$ cat config.mk
export PLATFORM = sky130hd
export DESIGN_NAME = pfh_front
export DESIGN_NICKNAME = d
export VERILOG_FILES = /design/src/hdl/pfh_pkg.sv /design/src/hdl/pfh_front.sv
export SDC_FILE = /design/constraint.sdc
export NUM_CORES = 1
export LEC_CHECK = 0
export ABC_AREA = 1
export BUFFER_PORTS_ARGS = -buffer_cell sky130_fd_sc_hd__buf_2
export CAP_MARGIN = 10
export CORE_MARGIN = 1
export CORE_UTILIZATION = 67
export DETAILED_ROUTE_END_ITERATION = 10
export MAX_ROUTING_LAYER = met4
export PLACE_DENSITY = 0.89
export SYNTH_ARGS = -nofsm -noshare
export SYNTH_HDL_FRONTEND = slang
export SYNTH_SLANG_ARGS = --single-unit
$ cat constraint.sdc
create_clock -name clock -period 8 [get_ports clock]
set_input_delay 1.6 -clock clock [delete_from_list [all_inputs] [get_ports clock]]
set_output_delay 1.6 -clock clock [all_outputs]
set_load 0.05 [all_outputs]
$ cat src/hdl/pfh_pkg.sv
// Shared types and constants for the fractal height sampler.
`timescale 1ns / 1ps
package pfh_pkg;
   localparam logic OP_LOAD   = 1'b0;
   localparam logic OP_SAMPLE = 1'b1;

   localparam logic [1:0] CSR_BASE_FREQUENCY = 2'd0;
   localparam logic [1:0] CSR_BASE_AMPLITUDE = 2'd1;
   localparam logic [1:0] CSR_OCTAVE_COUNT   = 2'd2;

   localparam int HEIGHT_W = 41;

   // Work item passed from the front part to the back part.
   typedef struct packed {
      logic        is_load;
      logic [7:0]  table_index;
      logic [7:0]  table_value;
      logic        outside;
      logic [39:0] px;
      logic [39:0] pz;
   } pfh_job_type;
endpackage

$ cat src/hdl/pfh_front.sv
// Front part: takes requests, scales the grid point and queues the work.
`timescale 1ns / 1ps
module pfh_front
   import pfh_pkg::*;
#(
   parameter int COORD_W = 12,
   parameter int GRID_COORD_LIMIT = 4096
) (
   input  logic               clock,
   input  logic               reset,
   input  logic               req_valid,
   output logic               req_ready,
   input  logic               req_operation,
   input  logic [7:0]         req_table_index,
   input  logic [7:0]         req_table_value,
   input  logic [COORD_W-1:0] req_grid_x,
   input  logic [COORD_W-1:0] req_grid_z,
   input  logic [23:0]        base_frequency,
   output logic               job_valid,
   input  logic               job_ready,
   output pfh_job_type        job
);
   localparam int DEPTH = 2;

   pfh_job_type queue_ff [DEPTH];
   logic        wr_ptr_ff, wr_ptr_in, rd_ptr_ff, rd_ptr_in;
   logic [1:0]  count_ff, count_in;
   pfh_job_type job_in;
   logic        push, pop;
   logic [39:0] px_wide, pz_wide;

   assign req_ready = (count_ff != 2'(DEPTH));
   assign push      = req_valid && req_ready;
   assign job_valid = (count_ff != 2'd0);
   assign pop       = job_valid && job_ready;
   assign job       = queue_ff[rd_ptr_ff];

   always_comb begin
      px_wide = 40'(req_grid_x) * 40'(base_frequency);
      pz_wide = 40'(req_grid_z) * 40'(base_frequency);
      job_in.is_load     = (req_operation == OP_LOAD);
      job_in.table_index = req_table_index;
      job_in.table_value = req_table_value;
      job_in.outside     = (32'(req_grid_x) >= 32'(GRID_COORD_LIMIT)) ||
                           (32'(req_grid_z) >= 32'(GRID_COORD_LIMIT));
      job_in.px          = px_wide;
      job_in.pz          = pz_wide;
      wr_ptr_in = push ? ~wr_ptr_ff : wr_ptr_ff;
      rd_ptr_in = pop ? ~rd_ptr_ff : rd_ptr_ff;
      count_in  = count_ff + 2'(push) - 2'(pop);
   end

   always_ff @(posedge clock) begin
      if (push) begin
         queue_ff[wr_ptr_ff] <= job_in;
      end
      if (reset) begin
         wr_ptr_ff <= 1'b0;
         rd_ptr_ff <= 1'b0;
         count_ff  <= 2'd0;
      end else begin
         wr_ptr_ff <= wr_ptr_in;
         rd_ptr_ff <= rd_ptr_in;
         count_ff  <= count_in;
      end
   end

   a_count_bound: assert property (@(posedge clock) disable iff (reset)
      count_ff <= 2'(DEPTH)) else $error("queue count overflow");
   a_no_push_full: assert property (@(posedge clock) disable iff (reset)
      (count_ff == 2'(DEPTH)) |-> !push) else $error("push into full queue");
   a_pop_moves: assert property (@(posedge clock) disable iff (reset)
      pop && !push |=> count_ff == $past(count_ff) - 2'd1)
      else $error("pop did not shrink queue");
endmodule

=== Yosys cells after proc, flatten, opt, wreduce, memory -nomap -nowiden ===
Memory sizes are Yosys's and may differ from the RTL's. A register that Yosys moved wholly into a read port is not among the register bits.
Index checks and enable logic that the tools add are counted.

* Bits in writable memories: 178
* Logic and storage cells: 19
* Input bits: 69
* Register bits: 4
* Memories kept: 1
* Output and inout bits: 100

* Add/subtract/negate cells: 2
* Bitwise gates (word level): 3
* Equality and inequality tests: 1
* Multiply operators: 2
* Reduce and logical (&&, ||, !) cells: 3
* Mux-type cells: 4

{| class="wikitable"
|+ Memory list
! name !! depth !! bits a word !! rd ports !! clocked after Yosys merged registers in !! write ports !! RTL line !! source
|-
| queue_ff || 2 || 89 || 1 || 1 || 1 || pfh_front.sv:25 || <nowiki>pfh_job_type queue_ff [DEPTH];</nowiki>
|}

{| class="wikitable"
|+ Operators with widths
! kind !! number
|-
| $mul 12x24->36 || 2
|-
| $mux 1 || 4
|-
| $not 1->1 || 3
|-
| $add 2x1->2 || 1
|-
| $logic_and 1x1->1 || 2
|-
| $ne 2x2->1 const B || 1
|-
| $reduce_bool 2->1 || 1
|-
| $sub 2x1->2 || 1
|}

=== Logic depth before layout (Yosys ltp) ===
Gate-level depths: netlist (run 1).

* Depth after elaboration: 4
* Mapped depth: 23
* Mapped depth without buffers: 22

=== Worst setup path before layout (run 1) ===
OpenSTA, ideal clock, no wires.

* Path type: input-to-reg
* Start point: input port req_valid
* End point: memory queue_ff[1][0] (netlist name), enable pin
* Path buffers: 0
* Arrival time: 5.450 ns
* Path slack: 2.010 ns
* Setup time: 0.539 ns
* Required time: 7.461 ns
* Cell stages on the path: 2
* Path through: nand2_1 -> nor2_1

* Longest elaborated chain between the ends: 3

{| class="wikitable"
|+ RTL lines
! item !! RTL line !! source
|-
| start, declared || pfh_front.sv:11 || <nowiki>input logic req_valid,</nowiki>
|-
| $logic_and 1x1->1 || pfh_front.sv:33 || <nowiki>assign push = req_valid && req_ready;</nowiki>
|-
| $mux 1 || pfh_front.sv:54 || <nowiki>if (push) begin</nowiki>
|-
| $mux 1 (not written as such) || pfh_front.sv:55 || <nowiki>queue_ff[wr_ptr_ff] <= job_in;</nowiki>
|-
| end, declared || pfh_front.sv:25 ||
|}

No other way between the ends.

==> results.json, run 1 <==
{
  "initial_core_util_pct": 68.07,
  "post-route-util_pct": 72.29,
  "yosys-top-cells-area": "fa_1 (33%), edfxtp_1 (20%), nand2_1 (15%)",
  "port_buffers": 159,
  "fmax_ghz": 0.1634,
  "hold_viol": 0,
  "route.vias.total": 20140,
  "critPathArrivalTime_ps": 6310,
  "post_cts_resized": 0,
  "cp_num_buf_inv": 6,
  "syn2layout_area_growth_pct": 6.202,
  "hold_start": "rd_ptr_ff$_SDFFE_PP0P_",
  "ys_warn_count": 0,
  "grt_max_degree": 60,
  "syn_area_per_cell_um2": 8.249,
  "cp.required_ps": 8190,
  "cts.path.max_buffers": 2,
  "track_usage_pct": 32.58,
  "yosysUniqueCellTypes": 26,
  "cts-root-buf": "clkbuf_16",
  "cp_max_fo": 24,
  "dieWidth_um": 200.2,
  "clock-sinks": 183,
  "cts_tree": "yes",
  "cp_common_cell": "nand2_1",
  "top_usage_layer": "met2",
  "drive_gt1_share_pct": 9.119,
  "finalSetupViolCount": 0,
  "nets": 3925,
  "min_period_ps": 6121,
  "tns_ps": 0,
  "num_io_pins": 169,
  "drv_cap": 0,
  "grt_pass1_vias": 21400,
  "fin_worst_skew_ps": 9.857,
  "syn_area_um2": 26310,
  "die_height_um": 200.2,
  "core.rowCount": 72,
  "crit_chain": "buf_2, nand2_1, fa_1, fa_1, inv_1, fa_1, fa_1, inv_1, fa_1, inv_1, ha_1, nand2_1, inv_1, nand2_1, nand2_1, inv_1, nand3_1, nand2_1, nand3_1, nand2_1, nand2_1",
  "grtUsageMet3_pct": 5.516,
  "via_per_inst": 5.304,
  "r2r_start": "count_ff[0]$_SDFF_PP0_",
  "worstMarginPinSlew_ps": 1121,
  "r2r_slack_ps": 5360,
  "gr-usage-met1_pct": 39.20,
  "grt-ovfl-total": 0,
  "status": "finished, final reports clean",
  "drt-total-wl_mm": 58.96,
  "max_stage_delay_ps": 550,
  "cp_top_family": "adder cells",
  "instances_no_fill": 3798,
  "wire_per_inst_um": 15.52,
  "min_period_over_period_pct": 76.51,
  "path_clk_slew_ps": 70,
  "slew-limit-headroom_pct": 25.11,
  "core_area_um2": 38650,
  "gp_congestion": 0.9753,
  "synth_top_cell_area_share_pct": 33.48,
  "worst_setup_path_start_kind": "input port",
  "drt_first_pass_iters": 5,
  "met2_usage_pct": 54.48,
  "hold-path-cell-count": 2,
  "critPathSlowestCell": "fa_1",
  "path_depth": 21,
  "post_cts_buffers": 0,
  "die_area_um2": 40060,
  "cp-startpoint": "base_frequency[8]",
  "end_kind": "register",
  "drv_slew": 0,
  "drt_iter0_markers": 1634,
  "cts_buffers": 17,
  "place_inst": 3765,
  "critPathKind": "in -> reg",
  "yosys.area.top_type": "fa_1",
  "antenna_found_initial": 0,
  "cts_hold_buf": 0,
  "drc": 0,
  "synth_cells": 3189,
  "min_path_type": "reg -> reg",
  "fillers": 2809,
  "rsz0062_at_grt": "false",
  "ant_nets": 0,
  "ctsHtreeMaxLevel": 4,
  "hpwl_mm": 46.57,
  "worstSkewPairLatency_ps": 450,
  "yosysSeqAreaShare_pct": 20.70,
  "synth-seq-cells": 183,
  "grt_pass1_wl_mm": 101.3,
  "reg2regPathDepth": 5
}
==> worst paths after layout <==
kind / end
setup reg to reg: queue_ff[1][24]$_DFFE_PP_
hold reg to reg: register
setup / recovery: queue_ff[1][22]$_DFFE_PP_
hold / removal: register
==> tightest hold or removal path: stages (launching register included) <==
cell and delay [ps]:
dfxtp_1 310, nand2_1 70, a21oi_1 60
==> synth_stat cells <==
library cell,count
buf_2,9
dfxtp_1,5
a21o_1,2
a21oi_1,45
clkbuf_1,96
o21bai_1,4
buf_4,10
xnor2_1,6
nor2_1,83
edfxtp_1,178
nor3b_1,1
mux2_2,89
or2_1,1
nand2_1,1053
nand2_2,6
nand3_1,50
o21bai_2,1
ha_1,150
inv_1,911
nand3_2,3
xor2_1,27
nor3_1,7
nand4_1,10
conb_1,1
or2_2,1
fa_1,440
==> registers in the layout, indices dropped and copies added (netlist names), named ones only <==
register   count
count_ff       2
rd_ptr_ff      1
queue_ff     178
wr_ptr_ff      1
==> layout by cell type (no fill, tap or decap), drive strengths merged <==
cell type	synthesis	final
bufinv	0	1
nand3	53	53
inv	911	917
buf	19	165
nand4	10	10
xor2	27	27
conb	1	9
nor2	83	83
nand2	1059	1059
diode	0	1
clkinvlp	0	4
a21o	2	2
mux2	89	89
nor3	7	7
nor3b	1	1
o21bai	5	5
clkbuf	96	18
dfxtp	5	5
fa	440	440
xnor2	6	6
clkinv	0	3
ha	150	150
edfxtp	178	178
or2	2	2
a21oi	45	45
==> routing by layer <==
metal  vias to the layer above  routed length, um
met1                      9703              22510
met3                       176               5193
met4                         0               2384
met5                         -                  0
li1                       9292                  -
met2                       972              28870
==> logic make-up after synthesis <==
logic type                 after synthesis  share of synthesized area, %
AOI/OAI and AO/OA                       52                         1.070
xor gates and xnor gates                33                         1.099
adders and majority gates              590                         40.62
buffers and inverters                 1026                         14.83
DFF                                    183                         20.70
muxes                                   89                         3.810
other                                    1                       0.01426
and+or+nand+nor                       1215                         17.86
==> metrics by stage <==
| stage | worst slack (ps) | hold slack, ps | instance area [um^2] |
|---|---|---|---|
| floorplan | 2010 | 454.4 | 26340 |
| global placement | 1580 | 462.0 | 27360 |
| detailed placement | 1475 | 477.1 | 27360 |
| CTS | 1979 | 489.0 | 27940 |
| global route | 1661 | 502.6 | 27940 |
| finish | 1879 | 485.2 | 27940 |
==> area by class of cell <==
type / count / area (um^2) / area share (%)
Clock buffer: 18 / 429.2 / 1.536
Tap cell: 518 / 648.1 / 2.320
Clock inverter: 14 / 142.6 / 0.5105
Sequential cell: 183 / 5449 / 19.50
Timing Repair Buffer: 165 / 840.8 / 3.010
Inverter: 911 / 3420 / 12.24
Antenna cell: 1 / 2.502 / 0.008957
Multi-Input combinational cell: 1988 / 17010 / 60.87
Power of run 1 is not shown: default switching activity piles up to over one toggle a cycle in this logic, so the estimate is an artifact.
==> inputs of run 2 (changes only) <==
Settings changed: ABC_AREA 1 to 0, CORE_UTILIZATION 67 to 57, PLACE_DENSITY 0.89 to 0.81.
Clock period 8 ns to 5.43 ns, I/O delays scaled along.
==> run 2 against run 1 <==
Effect of this change: the run now ends with setup timing left; via count decreased by 5.0%; global-route usage decreased by 4.9 points; utilization up 2.9 points; register-to-register slack worse by 2200 ps; final cell count down 7.5%; synthesized area down 6.1%; critical endpoint is now queue_ff[1][71]$_DFFE_PP_; largest cell class unchanged; highest routed layer unchanged.
==> results.json, run 2 <==
{
  "critPathSlowestCell": "fa_1",
  "final_common_cell": "inv_1",
  "track_usage_pct": 27.67,
  "yosysUniqueCellTypes": 66,
  "cts.path.max_buffers": 2,
  "grt_pass1_vias": 20290,
  "fillers": 2575,
  "ys_warn_count": 0,
  "max_flop_register": "queue_ff",
  "worstSkewPairLatency_ps": 490,
  "fmax_ghz": 0.1778,
  "syn_area_per_cell_um2": 9.945,
  "synth-seq-cells": 183,
  "critPathArrivalTime_ps": 5840,
  "critPathKind": "in -> reg",
  "cts_tree": "yes",
  "cp_top_family": "adder cells",
  "fin_worst_skew_ps": 16.64,
  "path_clk_slew_ps": 70,
  "synth_cells": 2485,
  "grt_max_degree": 90,
  "ctsHtreeMaxLevel": 4,
  "biggestRegsByFlops": "queue_ff x178, count_ff x2",
  "crit_chain": "buf_12, buf_12, buf_4, buf_6, nand2_1, fa_1, fa_1, inv_1, fa_1, fa_1, inv_1, fa_1, inv_1, ha_4, nand2_1, o21ai_2, nor2_4, o41ai_4, and3_4, a221oi_4, xnor2_2",
  "cts_hold_buf": 0,
  "grt-ovfl-total": 0,
  "min_path_type": "reg -> reg",
  "synth_edf_count": 178,
  "num_io_pins": 169,
  "core_area_um2": 42320,
  "via_per_inst": 5.443,
  "antenna_found_initial": 0,
  "min_period_ps": 5624,
  "synth_common_cells": "inv_1 (517), nand2_1 (457), fa_1 (440), edfxtp_1 (178), and2_1 (169)",
  "drive_gt1_share_pct": 32.52,
  "min_period_over_period_pct": 103.6,
  "met2_usage_pct": 47.92,
  "yosysSeqAreaShare_pct": 22.03,
  "synth_most_common_cell": "inv_1",
  "worstMarginPinSlew_ps": 879.2,
  "grt_pass1_wl_mm": 94.50,
  "r2r_end": "queue_ff[1][61]$_DFFE_PP_",
  "syn_area_um2": 24710,
  "drv_slew": 0,
  "drc": 0,
  "gr-usage-met1_pct": 33.88,
  "die_height_um": 210.2,
  "place_inst": 3412,
  "max_stage_delay_ps": 530,
  "status": "finished, violations left",
  "reg2regPathDepth": 3,
  "worst_setup_path_start_kind": "input port",
  "largest_reg_flops": 178,
  "r2r_slack_ps": 3210,
  "gp_congestion": 0.9197,
  "nets": 3583,
  "instances_no_fill": 3514,
  "cp_num_buf_inv": 7,
  "cts-root-buf": "clkbuf_16",
  "slew-limit-headroom_pct": 41.38,
  "hold_start": "rd_ptr_ff$_SDFFE_PP0P_",
  "port_buffers": 159,
  "initial_core_util_pct": 58.39,
  "r2r_start": "count_ff[0]$_SDFF_PP0_",
  "worst_slack_ps": -194.5,
  "grtUsageMet3_pct": 3.859,
  "final-seq-area_um2": 5449,
  "end_kind": "register",
  "hold_viol": 0,
  "cp_max_fo": 8,
  "clock-sinks": 183,
  "worst_hold_slack_ps": 530.1,
  "multiInputGateArea_um2": 18380,
  "hold-path-cell-count": 2,
  "yosys-top-cells-area": "fa_1 (36%), edfxtp_1 (22%), inv_1 (7.9%)",
  "top_usage_layer": "met2",
  "cp_common_cell": "fa_1",
  "cts_buffers": 17,
  "antenna_cells": 0,
  "layout_common_cells": "inv_1 (478), nand2_1 (425), fa_1 (409)",
  "finalSetupViolCount": 35,
  "route.vias.total": 19130,
  "drt-total-wl_mm": 62.84,
  "async_flop_share_pct": 0,
  "syn2layout_area_growth_pct": 28.82,
  "ant_nets": 0,
  "drt_first_pass_iters": 7,
  "synth-main-ff-cell": "edfxtp_1",
  "die_area_um2": 44190,
  "hpwl_mm": 45.10,
  "dieWidth_um": 210.2,
  "cp.required_ps": 5640,
  "drt_iter0_markers": 1338,
  "wire_per_inst_um": 17.88,
  "synth_top_cell_area_share_pct": 35.64,
  "drv_cap": 0,
  "rsz0062_at_grt": "true",
  "core.rowCount": 75,
  "violations": "setup timing",
  "yosys.area.top_type": "fa_1"
}
## run 2: cell count changes in the layout (fill, tap and decap cells not counted), sizes merged, moves of 40 or more
| cell | delta |
|---|---|
| and2 | +169 |
| nand2 | -601 |
| buf | +367 |
| xnor2 | +40 |
| nor2 | -55 |
| inv | -392 |
## run 2: tightest hold or removal path: cells and delay by family, from the launching register on
family / cells / cell delay [ps]
simple gates: 1 / 80
flops: 1 / 320
xor+xnor: 1 / 90
## run 2: worst max path at each step
stage                       start                        end  slack, ps  cells after the start
2_1_floorplan      req_grid_x[11]  queue_ff[0][71]$_DFFE_PP_       -340                     17
3_5_place_dp   base_frequency[12]  queue_ff[0][71]$_DFFE_PP_       -770                     18
6_report            req_grid_x[4]  queue_ff[1][71]$_DFFE_PP_       -190                     21
4_1_cts         base_frequency[4]  queue_ff[1][68]$_DFFE_PP_       -190                     20
5_1_grt             req_grid_x[4]  queue_ff[1][71]$_DFFE_PP_       -350                     21
3_3_place_gp        req_grid_x[6]  queue_ff[0][70]$_DFFE_PP_       -690                     20
## run 2: layout make-up
| type | count | area share, % |
|---|---|---|
| Multi-Input combinational cell | 1661 | 57.73 |
| Sequential cell | 183 | 17.12 |
| Timing Repair Buffer | 544 | 15.03 |
| Inverter | 517 | 6.104 |
| Tap cell | 577 | 2.268 |
| Clock buffer | 17 | 1.336 |
| Clock inverter | 15 | 0.4205 |
## run 2: through the flow
step,setup slack (ps),util (%),TNS [ps],area [um^2]
2_1_floorplan,-337.2,-,-5104,25580
3_3_place_gp,-693.2,67.77,-42870,28680
3_5_place_dp,-767.4,67.77,-50370,28680
4_1_cts,-188.2,70.03,-1657,29640
5_1_grt,-353.2,75.22,-10430,31840
6_report,-194.5,75.22,-3588,31840
## run 2: cells by family (layout without fill, tap and decap cells)
| family | count (synthesis) | count (layout) | share of synthesized area, % |
|---|---|---|---|
| buf+inv | 649 | 1093 | 10.06 |
| simple gates | 721 | 721 | 13.31 |
| other cells | 1 | 9 | 0.01517 |
| flops | 183 | 183 | 22.03 |
| xor+xnor | 65 | 65 | 2.304 |
| mux | 89 | 89 | 4.055 |
| compound gates | 187 | 187 | 4.987 |
| fa+ha+maj | 590 | 590 | 43.24 |
## run 2: routing by layer
| layer | vias to the layer above | wire length (um) |
|---|---|---|
| met2 | 727 | 32640 |
| met5 | - | 0 |
| met3 | 131 | 4537 |
| met1 | 9790 | 24240 |
| met4 | 0 | 1423 |
| li1 | 8479 | - |
## run 2: timing repair
item | CTS | global route
cloned | 0 | 11
gates resized for setup | 86 | 383
pin swaps | 36 | 186
buffers inserted | 8 | 52
endpoints found under the setup margin | 62 | 74
endpoints found under the hold margin | 0 | 0
Power of run 2 is left out for the same reason.
